`config.mk`:
```
export PLATFORM = sky130hd
export DESIGN_NAME = threshold_glitch_remover
export DESIGN_NICKNAME = d
export VERILOG_FILES = /design/src/tgr_pkg.sv /design/src/tgr_div.sv /design/src/tgr_dp.sv /design/src/tgr_ctrl.sv /design/src/threshold_glitch_remover.sv
export VERILOG_INCLUDE_DIRS = /design/src /design/src/src
export SDC_FILE = /design/constraint.sdc
export NUM_CORES = 2
export LEC_CHECK = 0
export BUFFER_PORTS_ARGS = -buffer_cell sky130_fd_sc_hd__clkbuf_2
export CAP_MARGIN = 20
export CORE_MARGIN = 4
export CORE_UTILIZATION = 50
export DETAILED_ROUTE_END_ITERATION = 10
export HOLD_SLACK_MARGIN = 0.1
export PLACE_DENSITY = 0.79
export SKIP_LAST_GASP = 1
export SLEW_MARGIN = 40
export SYNTH_ARGS = -nofsm -noshare
export SYNTH_HDL_FRONTEND = slang
export SYNTH_HIERARCHICAL = 1
export SYNTH_SLANG_ARGS = --single-unit
export TNS_END_PERCENT = 30
```
`constraint.sdc`:
```
create_clock -name i_clk -period 6.5 [get_ports i_clk]
set_clock_uncertainty 0.05 [all_clocks]
set_input_delay 0.65 -clock i_clk [delete_from_list [all_inputs] [get_ports i_clk]]
set_output_delay 0.65 -clock i_clk [all_outputs]
set_load 0.01 [all_outputs]
```
`src/threshold_glitch_remover_assert.svh`:
```
// ---------------------------------------------------------------------------
// Threshold glitch remover assertion macros
// Concurrent assertion shorthands used by the datapath RTL of the block.
// ---------------------------------------------------------------------------
`ifndef THRESHOLD_GLITCH_REMOVER_ASSERT_SVH
`define THRESHOLD_GLITCH_REMOVER_ASSERT_SVH

// A condition that must hold at every clock edge outside reset.
`define TGR_ASSERT_ALWAYS(label, clk, rst_n, expr, msg) \
    label: assert property (@(posedge clk) disable iff (!rst_n) (expr)) \
        else $error(msg);

// A condition that must hold in the same cycle as its trigger.
`define TGR_ASSERT_IMPLY(label, clk, rst_n, ante, cons, msg) \
    label: assert property (@(posedge clk) disable iff (!rst_n) (ante) |-> (cons)) \
        else $error(msg);

`endif

```
`src/tgr_pkg.sv`:
```
// ---------------------------------------------------------------------------
// Threshold glitch remover package
// Register indexes, repair mode codes, controller states and the command and
// status bundles between the controller and the datapath.
// ---------------------------------------------------------------------------
`default_nettype none

package tgr_pkg;

    localparam int unsigned CFG_WIDTH = 24;

    localparam logic REG_THRESHOLD   = 1'b0;
    localparam logic REG_REPAIR_MODE = 1'b1;

    localparam logic [1:0] MODE_INTERP = 2'd1;
    localparam logic [1:0] MODE_ZERO   = 2'd2;

    localparam logic [CFG_WIDTH-1:0] THRESHOLD_RESET = 24'h800000;

    typedef enum logic [2:0] {
        S_IDLE,
        S_EVAL,
        S_DIV,
        S_READ,
        S_EMIT,
        S_FINAL
    } t_state;

    typedef struct packed {
        logic load_in;
        logic absorb;
        logic start_div;
        logic init_run;
        logic rd_step;
        logic emit_held;
        logic emit_final;
    } t_cmd;

    typedef struct packed {
        logic glitch;
        logic rend;
        logic in_glitch;
        logic gap_full;
        logic mode_interp;
        logic div_done;
        logic out_free;
        logic idx_last;
    } t_sts;

endpackage

`default_nettype wire

```
`src/tgr_div.sv`:
```
// ---------------------------------------------------------------------------
// Threshold glitch remover divider
// Restoring unsigned divider that produces one quotient bit per cycle.
// ---------------------------------------------------------------------------
`default_nettype none

module tgr_div #(
    parameter int unsigned DW = 24,
    parameter int unsigned VW = 7
) (
    input  logic          i_clk,
    input  logic          i_rst_n,
    input  logic          i_start,
    input  logic [DW-1:0] i_dividend,
    input  logic [VW-1:0] i_divisor,
    output logic          o_done,
    output logic [DW-1:0] o_quot,
    output logic [VW-1:0] o_rem
);

    localparam int unsigned CNTW = $clog2(DW + 1);

    logic            r_busy;
    logic            r_done;
    logic [CNTW-1:0] r_cnt;
    logic [DW-1:0]   r_quot;
    logic [VW-1:0]   r_rem;
    logic [VW-1:0]   r_div;

    logic [VW:0]     w_trial;
    logic [VW:0]     w_diff;
    logic            w_ge;

    assign w_trial = {r_rem, r_quot[DW-1]};
    assign w_ge    = w_trial >= {1'b0, r_div};
    assign w_diff  = w_trial - {1'b0, r_div};

    always_ff @(posedge i_clk) begin
        if (!i_rst_n) begin
            r_busy <= 1'b0;
            r_done <= 1'b0;
            r_cnt  <= '0;
        end else begin
            r_done <= r_busy && (r_cnt == CNTW'(1));
            if (i_start) begin
                r_busy <= 1'b1;
                r_cnt  <= CNTW'(DW);
            end else if (r_busy) begin
                r_cnt <= r_cnt - CNTW'(1);
                if (r_cnt == CNTW'(1)) begin
                    r_busy <= 1'b0;
                end
            end
        end
    end

    always_ff @(posedge i_clk) begin
        if (i_start) begin
            r_quot <= i_dividend;
            r_rem  <= '0;
            r_div  <= i_divisor;
        end else if (r_busy) begin
            r_quot <= {r_quot[DW-2:0], w_ge};
            r_rem  <= w_ge ? w_diff[VW-1:0] : w_trial[VW-1:0];
        end
    end

    assign o_done = r_done;
    assign o_quot = r_quot;
    assign o_rem  = r_rem;

endmodule

`default_nettype wire

```
`src/tgr_dp.sv`:
```
// ---------------------------------------------------------------------------
// Threshold glitch remover datapath
// Holds the configuration, the run state, the held sample memory, the line
// interpolation registers and the output register.
// ---------------------------------------------------------------------------
`default_nettype none
`include "threshold_glitch_remover_assert.svh"

module tgr_dp #(
    parameter int unsigned SAMPLE_WIDTH = 24,
    parameter int unsigned MAX_GAP      = 63
) (
    input  logic                           i_clk,
    input  logic                           i_rst_n,
    input  tgr_pkg::t_cmd                  i_cmd,
    output tgr_pkg::t_sts                  o_sts,
    input  logic [SAMPLE_WIDTH-1:0]        i_sample,
    input  logic                           i_record_end,
    input  logic                           i_cfg_we,
    input  logic                           i_cfg_addr,
    input  logic [tgr_pkg::CFG_WIDTH-1:0]  i_cfg_wdata,
    input  logic                           i_m_ready,
    output logic                           o_m_valid,
    output logic [SAMPLE_WIDTH-1:0]        o_sample_out,
    output logic                           o_repaired,
    output logic                           o_run_last,
    output logic                           o_record_end_out
);

    import tgr_pkg::*;

    localparam int unsigned SW   = SAMPLE_WIDTH;
    localparam int unsigned AW   = (MAX_GAP > 1) ? $clog2(MAX_GAP) : 1;
    localparam int unsigned GCW  = $clog2(MAX_GAP + 1);
    localparam int unsigned MW   = $clog2(MAX_GAP + 2);
    localparam int unsigned QW   = SW + 2;
    localparam int unsigned CMPW = (SW > CFG_WIDTH) ? SW : CFG_WIDTH;

    logic [CFG_WIDTH-1:0] r_thr;
    logic [1:0]           r_mode;

    logic [SW-1:0]  r_s;
    logic           r_rend;
    logic           r_in_glitch;
    logic [SW-1:0]  r_left;
    logic [GCW-1:0] r_gap;
    logic [GCW-1:0] r_idx;

    logic [SW-1:0]  r_mem [MAX_GAP];
    logic [SW-1:0]  r_rd;

    logic [QW-1:0]  r_q;
    logic [MW-1:0]  r_r;
    logic [SW:0]    r_dq;
    logic [MW-1:0]  r_dr;

    logic           r_o_valid;
    logic [SW-1:0]  r_o_sample;
    logic           r_o_rep;
    logic           r_o_last;
    logic           r_o_rend;

    logic [SW-1:0]  w_abs;
    logic           w_glitch;
    logic [MW-1:0]  w_m;
    logic [SW:0]    w_d;
    logic [SW:0]    w_dneg;
    logic [SW-1:0]  w_dabs;
    logic           w_div_done;
    logic [SW-1:0]  w_quot;
    logic [MW-1:0]  w_rem;
    logic [SW:0]    w_qext;
    logic [SW:0]    w_dq;
    logic [MW-1:0]  w_dr;
    logic [MW:0]    w_rs;
    logic [MW:0]    w_rsub;
    logic           w_wrap;
    logic [QW-1:0]  w_q_step;
    logic [QW-1:0]  w_q_trunc;
    logic [SW-1:0]  w_held_val;
    logic           w_held_rep;
    logic           w_out_free;

    // Glitch test on the captured sample.
    assign w_abs    = r_s[SW-1] ? (~r_s + SW'(1)) : r_s;
    assign w_glitch = CMPW'(w_abs) >= CMPW'(r_thr);

    // The line spans the held samples plus one, so the divisor is the gap plus one.
    assign w_m    = MW'(r_gap) + MW'(1);
    assign w_d    = {r_s[SW-1], r_s} - {r_left[SW-1], r_left};
    assign w_dneg = -w_d;
    assign w_dabs = w_d[SW] ? w_dneg[SW-1:0] : w_d[SW-1:0];

    tgr_div #(
        .DW (SW),
        .VW (MW)
    ) u_div (
        .i_clk      (i_clk),
        .i_rst_n    (i_rst_n),
        .i_start    (i_cmd.start_div),
        .i_dividend (w_dabs),
        .i_divisor  (w_m),
        .o_done     (w_div_done),
        .o_quot     (w_quot),
        .o_rem      (w_rem)
    );

    // Floor division of the signed step from the magnitude result.
    always_comb begin
        w_qext = {1'b0, w_quot};
        if (w_d[SW] && (w_rem != '0)) begin
            w_dq = ~w_qext;
            w_dr = w_m - w_rem;
        end else if (w_d[SW]) begin
            w_dq = -w_qext;
            w_dr = w_rem;
        end else begin
            w_dq = w_qext;
            w_dr = w_rem;
        end
    end

    // One step along the line: quotient and remainder advance by the step.
    assign w_rs     = {1'b0, r_r} + {1'b0, r_dr};
    assign w_wrap   = w_rs >= {1'b0, w_m};
    assign w_rsub   = w_rs - {1'b0, w_m};
    assign w_q_step = r_q + {{(QW-SW-1){r_dq[SW]}}, r_dq} + QW'(w_wrap);

    // A negative floor quotient with a remainder rounds up towards zero.
    assign w_q_trunc = (r_q[QW-1] && (r_r != '0)) ? (r_q + QW'(1)) : r_q;

    always_comb begin
        unique case (r_mode)
            MODE_INTERP: begin
                w_held_val = w_q_trunc[SW-1:0];
                w_held_rep = 1'b1;
            end
            MODE_ZERO: begin
                w_held_val = '0;
                w_held_rep = 1'b1;
            end
            default: begin
                w_held_val = r_rd;
                w_held_rep = 1'b0;
            end
        endcase
    end

    assign w_out_free = !r_o_valid || i_m_ready;

    always_ff @(posedge i_clk) begin
        if (!i_rst_n) begin
            r_thr       <= THRESHOLD_RESET;
            r_mode      <= '0;
            r_in_glitch <= 1'b0;
            r_left      <= '0;
            r_gap       <= '0;
            r_o_valid   <= 1'b0;
        end else begin
            if (i_cfg_we) begin
                unique case (i_cfg_addr)
                    REG_THRESHOLD:   r_thr  <= i_cfg_wdata;
                    REG_REPAIR_MODE: r_mode <= i_cfg_wdata[1:0];
                    default:         r_mode <= r_mode;
                endcase
            end
            if (i_cmd.absorb) begin
                r_in_glitch <= 1'b1;
                r_gap       <= r_gap + GCW'(1);
            end
            if (i_cmd.emit_final) begin
                r_in_glitch <= 1'b0;
                r_gap       <= '0;
                r_left      <= r_rend ? '0 : r_s;
            end
            if (i_cmd.emit_held || i_cmd.emit_final) begin
                r_o_valid <= 1'b1;
            end else if (i_m_ready) begin
                r_o_valid <= 1'b0;
            end
        end
    end

    always_ff @(posedge i_clk) begin
        if (i_cmd.load_in) begin
            r_s    <= i_sample;
            r_rend <= i_record_end;
        end
        if (i_cmd.init_run) begin
            r_idx <= '0;
            r_q   <= {{(QW-SW){r_left[SW-1]}}, r_left};
            r_r   <= '0;
            r_dq  <= w_dq;
            r_dr  <= w_dr;
        end else if (i_cmd.rd_step) begin
            r_q <= w_q_step;
            r_r <= w_wrap ? w_rsub[MW-1:0] : w_rs[MW-1:0];
        end else if (i_cmd.emit_held) begin
            r_idx <= r_idx + GCW'(1);
        end
        if (i_cmd.emit_held) begin
            r_o_sample <= w_held_val;
            r_o_rep    <= w_held_rep;
            r_o_last   <= 1'b0;
            r_o_rend   <= 1'b0;
        end else if (i_cmd.emit_final) begin
            r_o_sample <= r_s;
            r_o_rep    <= 1'b0;
            r_o_last   <= 1'b1;
            r_o_rend   <= r_rend;
        end
    end

    always_ff @(posedge i_clk) begin
        if (i_cmd.absorb) begin
            r_mem[r_gap[AW-1:0]] <= r_s;
        end
        if (i_cmd.rd_step) begin
            r_rd <= r_mem[r_idx[AW-1:0]];
        end
    end

    assign o_sts.glitch      = w_glitch;
    assign o_sts.rend        = r_rend;
    assign o_sts.in_glitch   = r_in_glitch;
    assign o_sts.gap_full    = r_gap == GCW'(MAX_GAP);
    assign o_sts.mode_interp = r_mode == MODE_INTERP;
    assign o_sts.div_done    = w_div_done;
    assign o_sts.out_free    = w_out_free;
    assign o_sts.idx_last    = r_idx == (r_gap - GCW'(1));

    assign o_m_valid        = r_o_valid;
    assign o_sample_out     = r_o_sample;
    assign o_repaired       = r_o_rep;
    assign o_run_last       = r_o_last;
    assign o_record_end_out = r_o_rend;

    `TGR_ASSERT_ALWAYS(a_gap_bound, i_clk, i_rst_n, r_gap <= GCW'(MAX_GAP), "held count overflow")
    `TGR_ASSERT_ALWAYS(a_run_state, i_clk, i_rst_n, r_in_glitch == (r_gap != '0), "run flag and held count disagree")
    `TGR_ASSERT_IMPLY(a_absorb_room, i_clk, i_rst_n, i_cmd.absorb, r_gap != GCW'(MAX_GAP), "sample held into a full memory")
    `TGR_ASSERT_IMPLY(a_out_free, i_clk, i_rst_n, i_cmd.emit_held || i_cmd.emit_final, !r_o_valid || i_m_ready, "output register overwritten")

endmodule

`default_nettype wire

```
`src/tgr_ctrl.sv`:
```
// ---------------------------------------------------------------------------
// Threshold glitch remover controller
// Sequences acceptance, run holding, the divider and the emission of held
// and closing samples.
// ---------------------------------------------------------------------------
`default_nettype none

module tgr_ctrl (
    input  logic          i_clk,
    input  logic          i_rst_n,
    input  logic          i_s_valid,
    output logic          o_s_ready,
    input  tgr_pkg::t_sts i_sts,
    output tgr_pkg::t_cmd o_cmd
);

    import tgr_pkg::*;

    t_state r_state;
    t_state n_state;

    always_ff @(posedge i_clk) begin
        if (!i_rst_n) begin
            r_state <= S_IDLE;
        end else begin
            r_state <= n_state;
        end
    end

    always_comb begin
        n_state   = r_state;
        o_cmd     = '0;
        o_s_ready = r_state == S_IDLE;
        unique case (r_state)
            S_IDLE: begin
                if (i_s_valid) begin
                    o_cmd.load_in = 1'b1;
                    n_state       = S_EVAL;
                end
            end
            S_EVAL: begin
                priority if (i_sts.glitch && !i_sts.rend && !i_sts.gap_full) begin
                    o_cmd.absorb = 1'b1;
                    n_state      = S_IDLE;
                end else if (!i_sts.in_glitch) begin
                    n_state = S_FINAL;
                end else if (i_sts.mode_interp) begin
                    o_cmd.start_div = 1'b1;
                    n_state         = S_DIV;
                end else begin
                    o_cmd.init_run = 1'b1;
                    n_state        = S_READ;
                end
            end
            S_DIV: begin
                if (i_sts.div_done) begin
                    o_cmd.init_run = 1'b1;
                    n_state        = S_READ;
                end
            end
            S_READ: begin
                o_cmd.rd_step = 1'b1;
                n_state       = S_EMIT;
            end
            S_EMIT: begin
                if (i_sts.out_free) begin
                    o_cmd.emit_held = 1'b1;
                    n_state         = i_sts.idx_last ? S_FINAL : S_READ;
                end
            end
            S_FINAL: begin
                if (i_sts.out_free) begin
                    o_cmd.emit_final = 1'b1;
                    n_state          = S_IDLE;
                end
            end
            default: begin
                n_state = S_IDLE;
            end
        endcase
    end

endmodule

`default_nettype wire

```
`src/threshold_glitch_remover.sv`:
```
// ---------------------------------------------------------------------------
// Threshold glitch remover
// Holds back runs of samples at or above a magnitude threshold and releases
// them as a straight line between the neighbouring good samples, as zeros,
// or unchanged.
// ---------------------------------------------------------------------------
//  Channel   Direction  Handshake               Payload
//  s_axis    in         tvalid / tready         tdata: sample; tlast: record_end
//  m_axis    out        tvalid / tready         tdata: sample_out; tuser: repaired,
//                                               run_last; tlast: record_end_out
//  cfg       in         write enable only       addr 0 threshold, 1 repair_mode
//
// A request that is held back is evaluated and returns to idle; one that closes no
// run also passes the final emit state. Closing a run of n held samples reads each
// held sample from the hold memory and then places it in the output register; linear
// interpolation first runs the serial divider.
// Reset is synchronous and active low; no clearing pass is needed.
// A stalled output delays emission; a new request is taken while the last
// result still waits in the output register.
// ---------------------------------------------------------------------------
`default_nettype none

module threshold_glitch_remover #(
    parameter int unsigned MAX_GAP      = 63,
    parameter int unsigned SAMPLE_WIDTH = 24
) (
    input  logic                                    i_clk,
    input  logic                                    i_rst_n,
    input  logic                                    i_s_axis_tvalid,
    output logic                                    o_s_axis_tready,
    input  logic [((SAMPLE_WIDTH + 7) / 8) * 8-1:0] i_s_axis_tdata,  // sample
    input  logic                                    i_s_axis_tlast,
    output logic                                    o_m_axis_tvalid,
    input  logic                                    i_m_axis_tready,
    output logic [((SAMPLE_WIDTH + 7) / 8) * 8-1:0] o_m_axis_tdata,  // sample_out
    output logic [1:0]                              o_m_axis_tuser,  // repaired, run_last
    output logic                                    o_m_axis_tlast,
    input  logic                                    i_cfg_we,
    input  logic                                    i_cfg_addr,
    input  logic [tgr_pkg::CFG_WIDTH-1:0]           i_cfg_wdata
);

    import tgr_pkg::*;

    localparam int unsigned BW = ((SAMPLE_WIDTH + 7) / 8) * 8;

    t_cmd                    w_cmd;
    t_sts                    w_sts;
    logic [SAMPLE_WIDTH-1:0] w_sample_out;
    logic                    w_repaired;
    logic                    w_run_last;

    tgr_ctrl u_ctrl (
        .i_clk     (i_clk),
        .i_rst_n   (i_rst_n),
        .i_s_valid (i_s_axis_tvalid),
        .o_s_ready (o_s_axis_tready),
        .i_sts     (w_sts),
        .o_cmd     (w_cmd)
    );

    tgr_dp #(
        .SAMPLE_WIDTH (SAMPLE_WIDTH),
        .MAX_GAP      (MAX_GAP)
    ) u_dp (
        .i_clk            (i_clk),
        .i_rst_n          (i_rst_n),
        .i_cmd            (w_cmd),
        .o_sts            (w_sts),
        .i_sample         (i_s_axis_tdata[SAMPLE_WIDTH-1:0]),
        .i_record_end     (i_s_axis_tlast),
        .i_cfg_we         (i_cfg_we),
        .i_cfg_addr       (i_cfg_addr),
        .i_cfg_wdata      (i_cfg_wdata),
        .i_m_ready        (i_m_axis_tready),
        .o_m_valid        (o_m_axis_tvalid),
        .o_sample_out     (w_sample_out),
        .o_repaired       (w_repaired),
        .o_run_last       (w_run_last),
        .o_record_end_out (o_m_axis_tlast)
    );

    assign o_m_axis_tdata = BW'(w_sample_out);
    assign o_m_axis_tuser = {w_run_last, w_repaired};

endmodule

`default_nettype wire

```
* Yosys cells after proc, flatten, opt, wreduce, memory -nomap -nowiden *
Memory sizes are Yosys's and may differ from the RTL's. A register that Yosys moved wholly into a read port is not among the register bits.
Index checks and enable logic that the tools add are counted.

operators by class
  $add $sub $neg = 16
  $lt $le $gt $ge = 3
  equality and inequality tests = 14
  multiplexer cells = 51
  bitwise operators = 5
  reduce and logical (&&, ||, !) cells = 24

operators with widths
  kind                                                              count
  24-bit 2-to-1 mux                                                 8
  26-bit 2-to-1 mux                                                 2
  25-bit 2-to-1 mux                                                 2
  24-bit by 1-bit adder with 24-bit output (second input constant)  2
  24-bit one-hot mux with 2 select lines                            1
  26-bit by 1-bit adder with 26-bit output                          1
  26-bit adder                                                      1
  24-bit negator with 25-bit output                                 1
  24-bit NOT with 25-bit output                                     1
  24-bit by 24-bit subtractor with 25-bit output                    1
  24-bit >= comparator                                              1
  24-bit negator                                                    1
  24-bit NOT                                                        1
  1-bit 2-to-1 mux                                                  21
  3-bit 2-to-1 mux                                                  7
  7-bit 2-to-1 mux                                                  3
  7-bit subtractor                                                  3
  3-bit one-hot mux with 6 select lines                             1
  8-bit by 7-bit >= comparator with 1-bit output                    2
  7-bit nonzero test                                                2
  6-bit by 1-bit adder with 6-bit output (second input constant)    2
  5-bit 2-to-1 mux                                                  2
  7-bit by 7-bit adder with 8-bit output                            1
  2-bit nonzero test                                                4
  23 further kinds                                                  42

word-level totals
  register bits after elaboration = 229
  RAM bits = 1512
  input bits = 55
  output and inout port bits = 29
  logic and storage cells = 139
  memories = 1

memories
  name        depth  bits a word  read ports  clocked after memory_dff  write ports  line          text
  u_dp.r_mem  63     24           1           1                         1            tgr_dp.sv:49  logic [SW-1:0] r_mem [MAX_GAP];

* Longest topological paths before layout *
  word-level depth = 10
  mapped depth = 26
  mapped depth without buffers = 23

* By module *
Netlist, hierarchy kept.

by module, submodules not included
  module                    instances  cells an instance  area each (um^2)  seq. area each (um^2)
  tgr_dp                    1          3803               71288.4           50828.7
  tgr_div                   1          179                2214.6            1211.2
  tgr_ctrl                  1          45                 331.6             60.1
  threshold_glitch_remover  1          2                  15.0              0.0

* Worst setup path after synthesis *
Ideal clock, no wire load.

  path type = register -> register
  start point = register u_dp.r_s[2]
  end point = register u_dp.r_q[0] (enable)
  arrival time = 6.263 ns
  data required time = 6.086 ns
  setup slack = -0.177 ns
  stages on the path, launching flop included = 25
  period minus slack after synthesis = 6.677 ns
  cell sequence = edfxtp_1 > clkbuf_1 > nor4_1 > inv_1 > nor3_1 > nand2_1 > or2_2 > o21ai_0 > xnor2_1 > ha_1 > a21o_1 > a21oi_1 > o21ai_0 > a31oi_1 > a21boi_0 > o21ai_0 > a31oi_1 > o21ai_0 > buf_4 > or3b_4 > and4_4 > o2bb2ai_1 > clkbuf_1 > buf_1 > or2_2

RTL lines
  item                    line           text
  start, declared         tgr_dp.sv:42   logic [SW-1:0] r_s;
  start signal, assigned  tgr_dp.sv:186  r_s <= i_sample;
  end signal, assigned    tgr_dp.sv:191  r_q <= {{(QW-SW){r_left[SW-1]}}, r_left};
  end signal, assigned    tgr_dp.sv:196  r_q <= w_q_step;
  end, declared           tgr_dp.sv:52   logic [QW-1:0] r_q;

==> results.md <==
* P&R area growth vs syn at 14.1%
* Post-synth top flop: edfxtp_1
* Synth area leader: edfxtp_1
* Number of max-cap violations at 0
* RSZ-0062 raised after global routing: no
* Global-route wire length before repair at between 200000 and 300000 um
* Hold Vio Cnt, Final at 0
* CP endpoint: u_dp/r_mem[36][18]$_DFFE_PP_
* Clk slew on worst S/H paths at approximately 70 ps
* Reg2reg start: u_dp/r_s[2]$_DFFE_PP_
* Worst-Margin Slew at between 900 and 1000 ps
* Synth area leaders: edfxtp_1 (68%), mux4_2 (14%), dfxtp_1 (2.4%), ha_1 (1.8%), xnor2_1 (1.3%)
* Cell area power density at ~390 nW/um2
* Largest net degree at the start of global routing at 111
* Total core area at 146000 um2
* CTS tree: built
* Async set-or-reset flop fraction in the synthesized netlist at 0
* IO Port Bufs at 83
* CTS Sinks at between 1500 and 2000
* Die Span X at 392 um
* DP HPWL at 128000 um
* Post-CTS Setup Inserts at 0
* Worst-path fanout max at 20
* Tmin final at 6300 ps
* CTS Buf Count at 169
* Uppermost layer routed: met5
* Total area of sequential cells at 52100 um2
* Setup_tns at 0 ps
* Initial cell density of the core at 0.505
* Syn Area/Cell at 18.3 um2
* Syn_nets at between 4000 and 5000
* Slew HR at 0.362
* Post-Synthesis Cells at slightly above 4000
* Total GRT Usage at 0.265
* Area of the multi-input gates at 20700 um2
* Post-synth top area share at 0.681
* Seq/Total Area, Yosys at 0.705
* Setup crit end kind: flop
* Tcrit/Tclk final at 0.969
* Total Nets Final at 4499
* Setup CP Type: reg -> reg
* Vias per std cell at 6.47
* Crit path launch: u_dp/r_s[2]$_DFFE_PP_
* Critical Path AT at 6730 ps
* DRC violations left at 0
* Clk_lat worst skew at 810 ps
* Share of cells above drive strength 1 at 0.253
* Clock root cell: clkbuf_16
* Starting DRT DRC Count at roughly 6300
* Antenna Violating Nets Remaining at 0
* Seq cells post-synth at 1765
* Metal3 WL at around 28000 um
* Max Root-Sink Buffers at 3
* Routed WL per cell at 31.7 um
* 1st-pass router iterations at 7
* Number of fill cells at 10200
* Inst Count DP at 6024
* Most common cell in the netlist: edfxtp_1
* Number of core rows at 140
* Finished Core Util at 0.576
* Max Freq at roughly 0.16 GHz
* Reg2reg end: u_dp/r_mem[36][18]$_DFFE_PP_
* H-tree depth at 4
* M1 WL at 72400 um
* Worst Hold Class: in -> reg
* Vias at 41400
* Yosys Warn Count at 6
* Boundary pin count at 84
* Initial antenna violation count at 17
* Final slew viol count at 0
* Vias in the first global route at between 40000 and 50000
* Die Area at 154000 um2
* Setup-failing EPs final at 0
* Fin cells at 6396
* Critical path launch point type: flop
* Netlist cell types at 99
* Worst endpoint required time at slightly below 7000 ps
* Die H at 392 um
* Met2 wire len at 91600 um
* Post-synth EDFFs at 1675
* Routed WL at 203000 um
* Reg2Reg Depth at 22
* Reg2Reg Setup Slack at between 200 and 250 ps
* Synth Cell Area at 73800 um2
* Post-synth top cells: edfxtp_1 (1675), mux4_2 (466), nor2_1 (224)
* Gpl congestion at ~0.95
* Total grt overflow at 0
* Peak VDD IR at 0.269 mV
* Status: completed
* Leak at 27.0 nW
## where the power goes
| part | internal, mW | switching (mW) |
|---|---|---|
| Clock | 5.41 | 4.32 |
| Sequential | 13.1 | 0.313 |
| Combinational | 4.01 | 5.95 |
| Total | 22.5 | 10.6 |
## sequential cells by signal (all words and copies together) (netlist names), 2 cells and up
name               cells
u_dp/r_left           24
u_dp/r_dr              7
u_dp/r_dq             25
u_dp/u_div/o_quot     24
u_dp/o_sample_out     24
u_dp/u_div/o_rem       7
u_dp/r_mem          1512
u_dp/r_s              24
u_ctrl/r_state         3
u_dp/r_thr            24
u_dp/u_div/r_div       7
u_dp/r_q              26
u_dp/u_div/r_cnt       5
u_dp/r_idx             6
u_dp/r_rd             24
u_dp/r_r               7
u_dp/r_mode            2
u_dp/r_gap             6
## metrics by stage
stage	cell area (um2)	hold WS (ps)	total power, mW	setup WS (ps)
floorplan	73900	386	19.6	100
global placement	78100	406	23.0	436
detailed placement	78200	415	23.2	349
CTS	84100	129	32.9	213
global route	84200	120	34.1	20.5
finish	84200	154	33.1	201
## timing repair
action | CTS | global route
hold endpoints to repair | 47 | 0
hold buffers | 48 | 0
endpoints found under the setup margin | 0 | 1481
gates resized for setup | 0 | 2
## cell families after synthesis
logic type,after synthesis,synth area share
simple gates,670,0.0427
compound gates,448,0.0402
fa+ha+maj,116,0.0204
mux,546,0.153
flops,1765,0.705
buf+inv,314,0.0175
xor+xnor,170,0.0204
## cell usage in the layout, fill, tap and decap left out, types with 10 or more instances in the layout
master and n:
edfxtp_1 1675, mux4_2 466, nand2_1 223, clkbuf_16 172
nor2_1 161, o21ai_0 128, buf_4 127, inv_1 119
a21oi_1 113, xnor2_1 108, ha_1 108, dfxtp_1 85
clkbuf_2 83, nor2_2 61, xor2_1 60, mux2i_1 55
buf_12 54, dlygate4sd3_1 48, clkbuf_1 38, nand3_1 35
clkinv_1 32, a21boi_0 31, nor3_1 29, clkinv_2 26
mux2_2 25, a22oi_1 23, nor2b_1 22, nand2b_1 21
a211oi_1 21, nand4_1 18, diode_2 16, a21o_1 16
bufinv_16 11, nor4_1 11, a31oi_1 11, or3_1 10
## per-layer routing
metal | vias to the layer above | track usage
met5 | - | 0.00287
met4 | 10 | 0.122
met3 | 489 | 0.0894
met2 | 3051 | 0.391
met1 | 21100 | 0.358
li1 | 16700 | -
## critical path, stage by stage (launching register included)
cell,delay [ps]
edfxtp_1,440
nor4_4,580
buf_4,250
inv_1,60
nor3_1,230
nand2_1,130
or2_2,320
o41ai_2,280
xnor2_1,150
ha_1,320
nand4_1,90
nor4_1,260
a21boi_0,130
o21ai_0,240
a31oi_1,120
o21ai_0,220
or3b_4,430
nor2_1,350
nor2b_1,360
nand2_1,150
buf_4,240
nor2_2,320
buf_12,240
## area by class of cell
type                            count  share of cell area
Multi-Input combinational cell   1950               0.246
Antenna cell                       16            0.000475
Tap cell                         1917              0.0285
Clock buffer                      215              0.0536
Sequential cell                  1765               0.619
Inverter                          121             0.00539
Timing Repair Buffer              321              0.0362
Clock inverter                     91              0.0112
## worst min-delay path by stage
stage,start,endpoint,slack (ps),cells past startpoint
2_1_floorplan,u_dp/o_run_last$_SDFFE_PP0P_,u_dp/o_run_last$_SDFFE_PP0P_,390,2
3_3_place_gp,u_dp/r_thr[2]$_SDFFE_PN0P_,u_dp/r_thr[2]$_SDFFE_PN0P_,410,2
3_5_place_dp,u_dp/o_run_last$_SDFFE_PP0P_,u_dp/o_run_last$_SDFFE_PP0P_,410,2
4_1_cts,i_s_axis_tdata[23],u_dp/r_s[23]$_DFFE_PP_,130,1
5_1_grt,i_s_axis_tdata[10],u_dp/r_s[10]$_DFFE_PP_,120,1
6_report,i_s_axis_tdata[10],u_dp/r_s[10]$_DFFE_PP_,150,1
No activity file was read; power rests on OpenSTA's default activity.
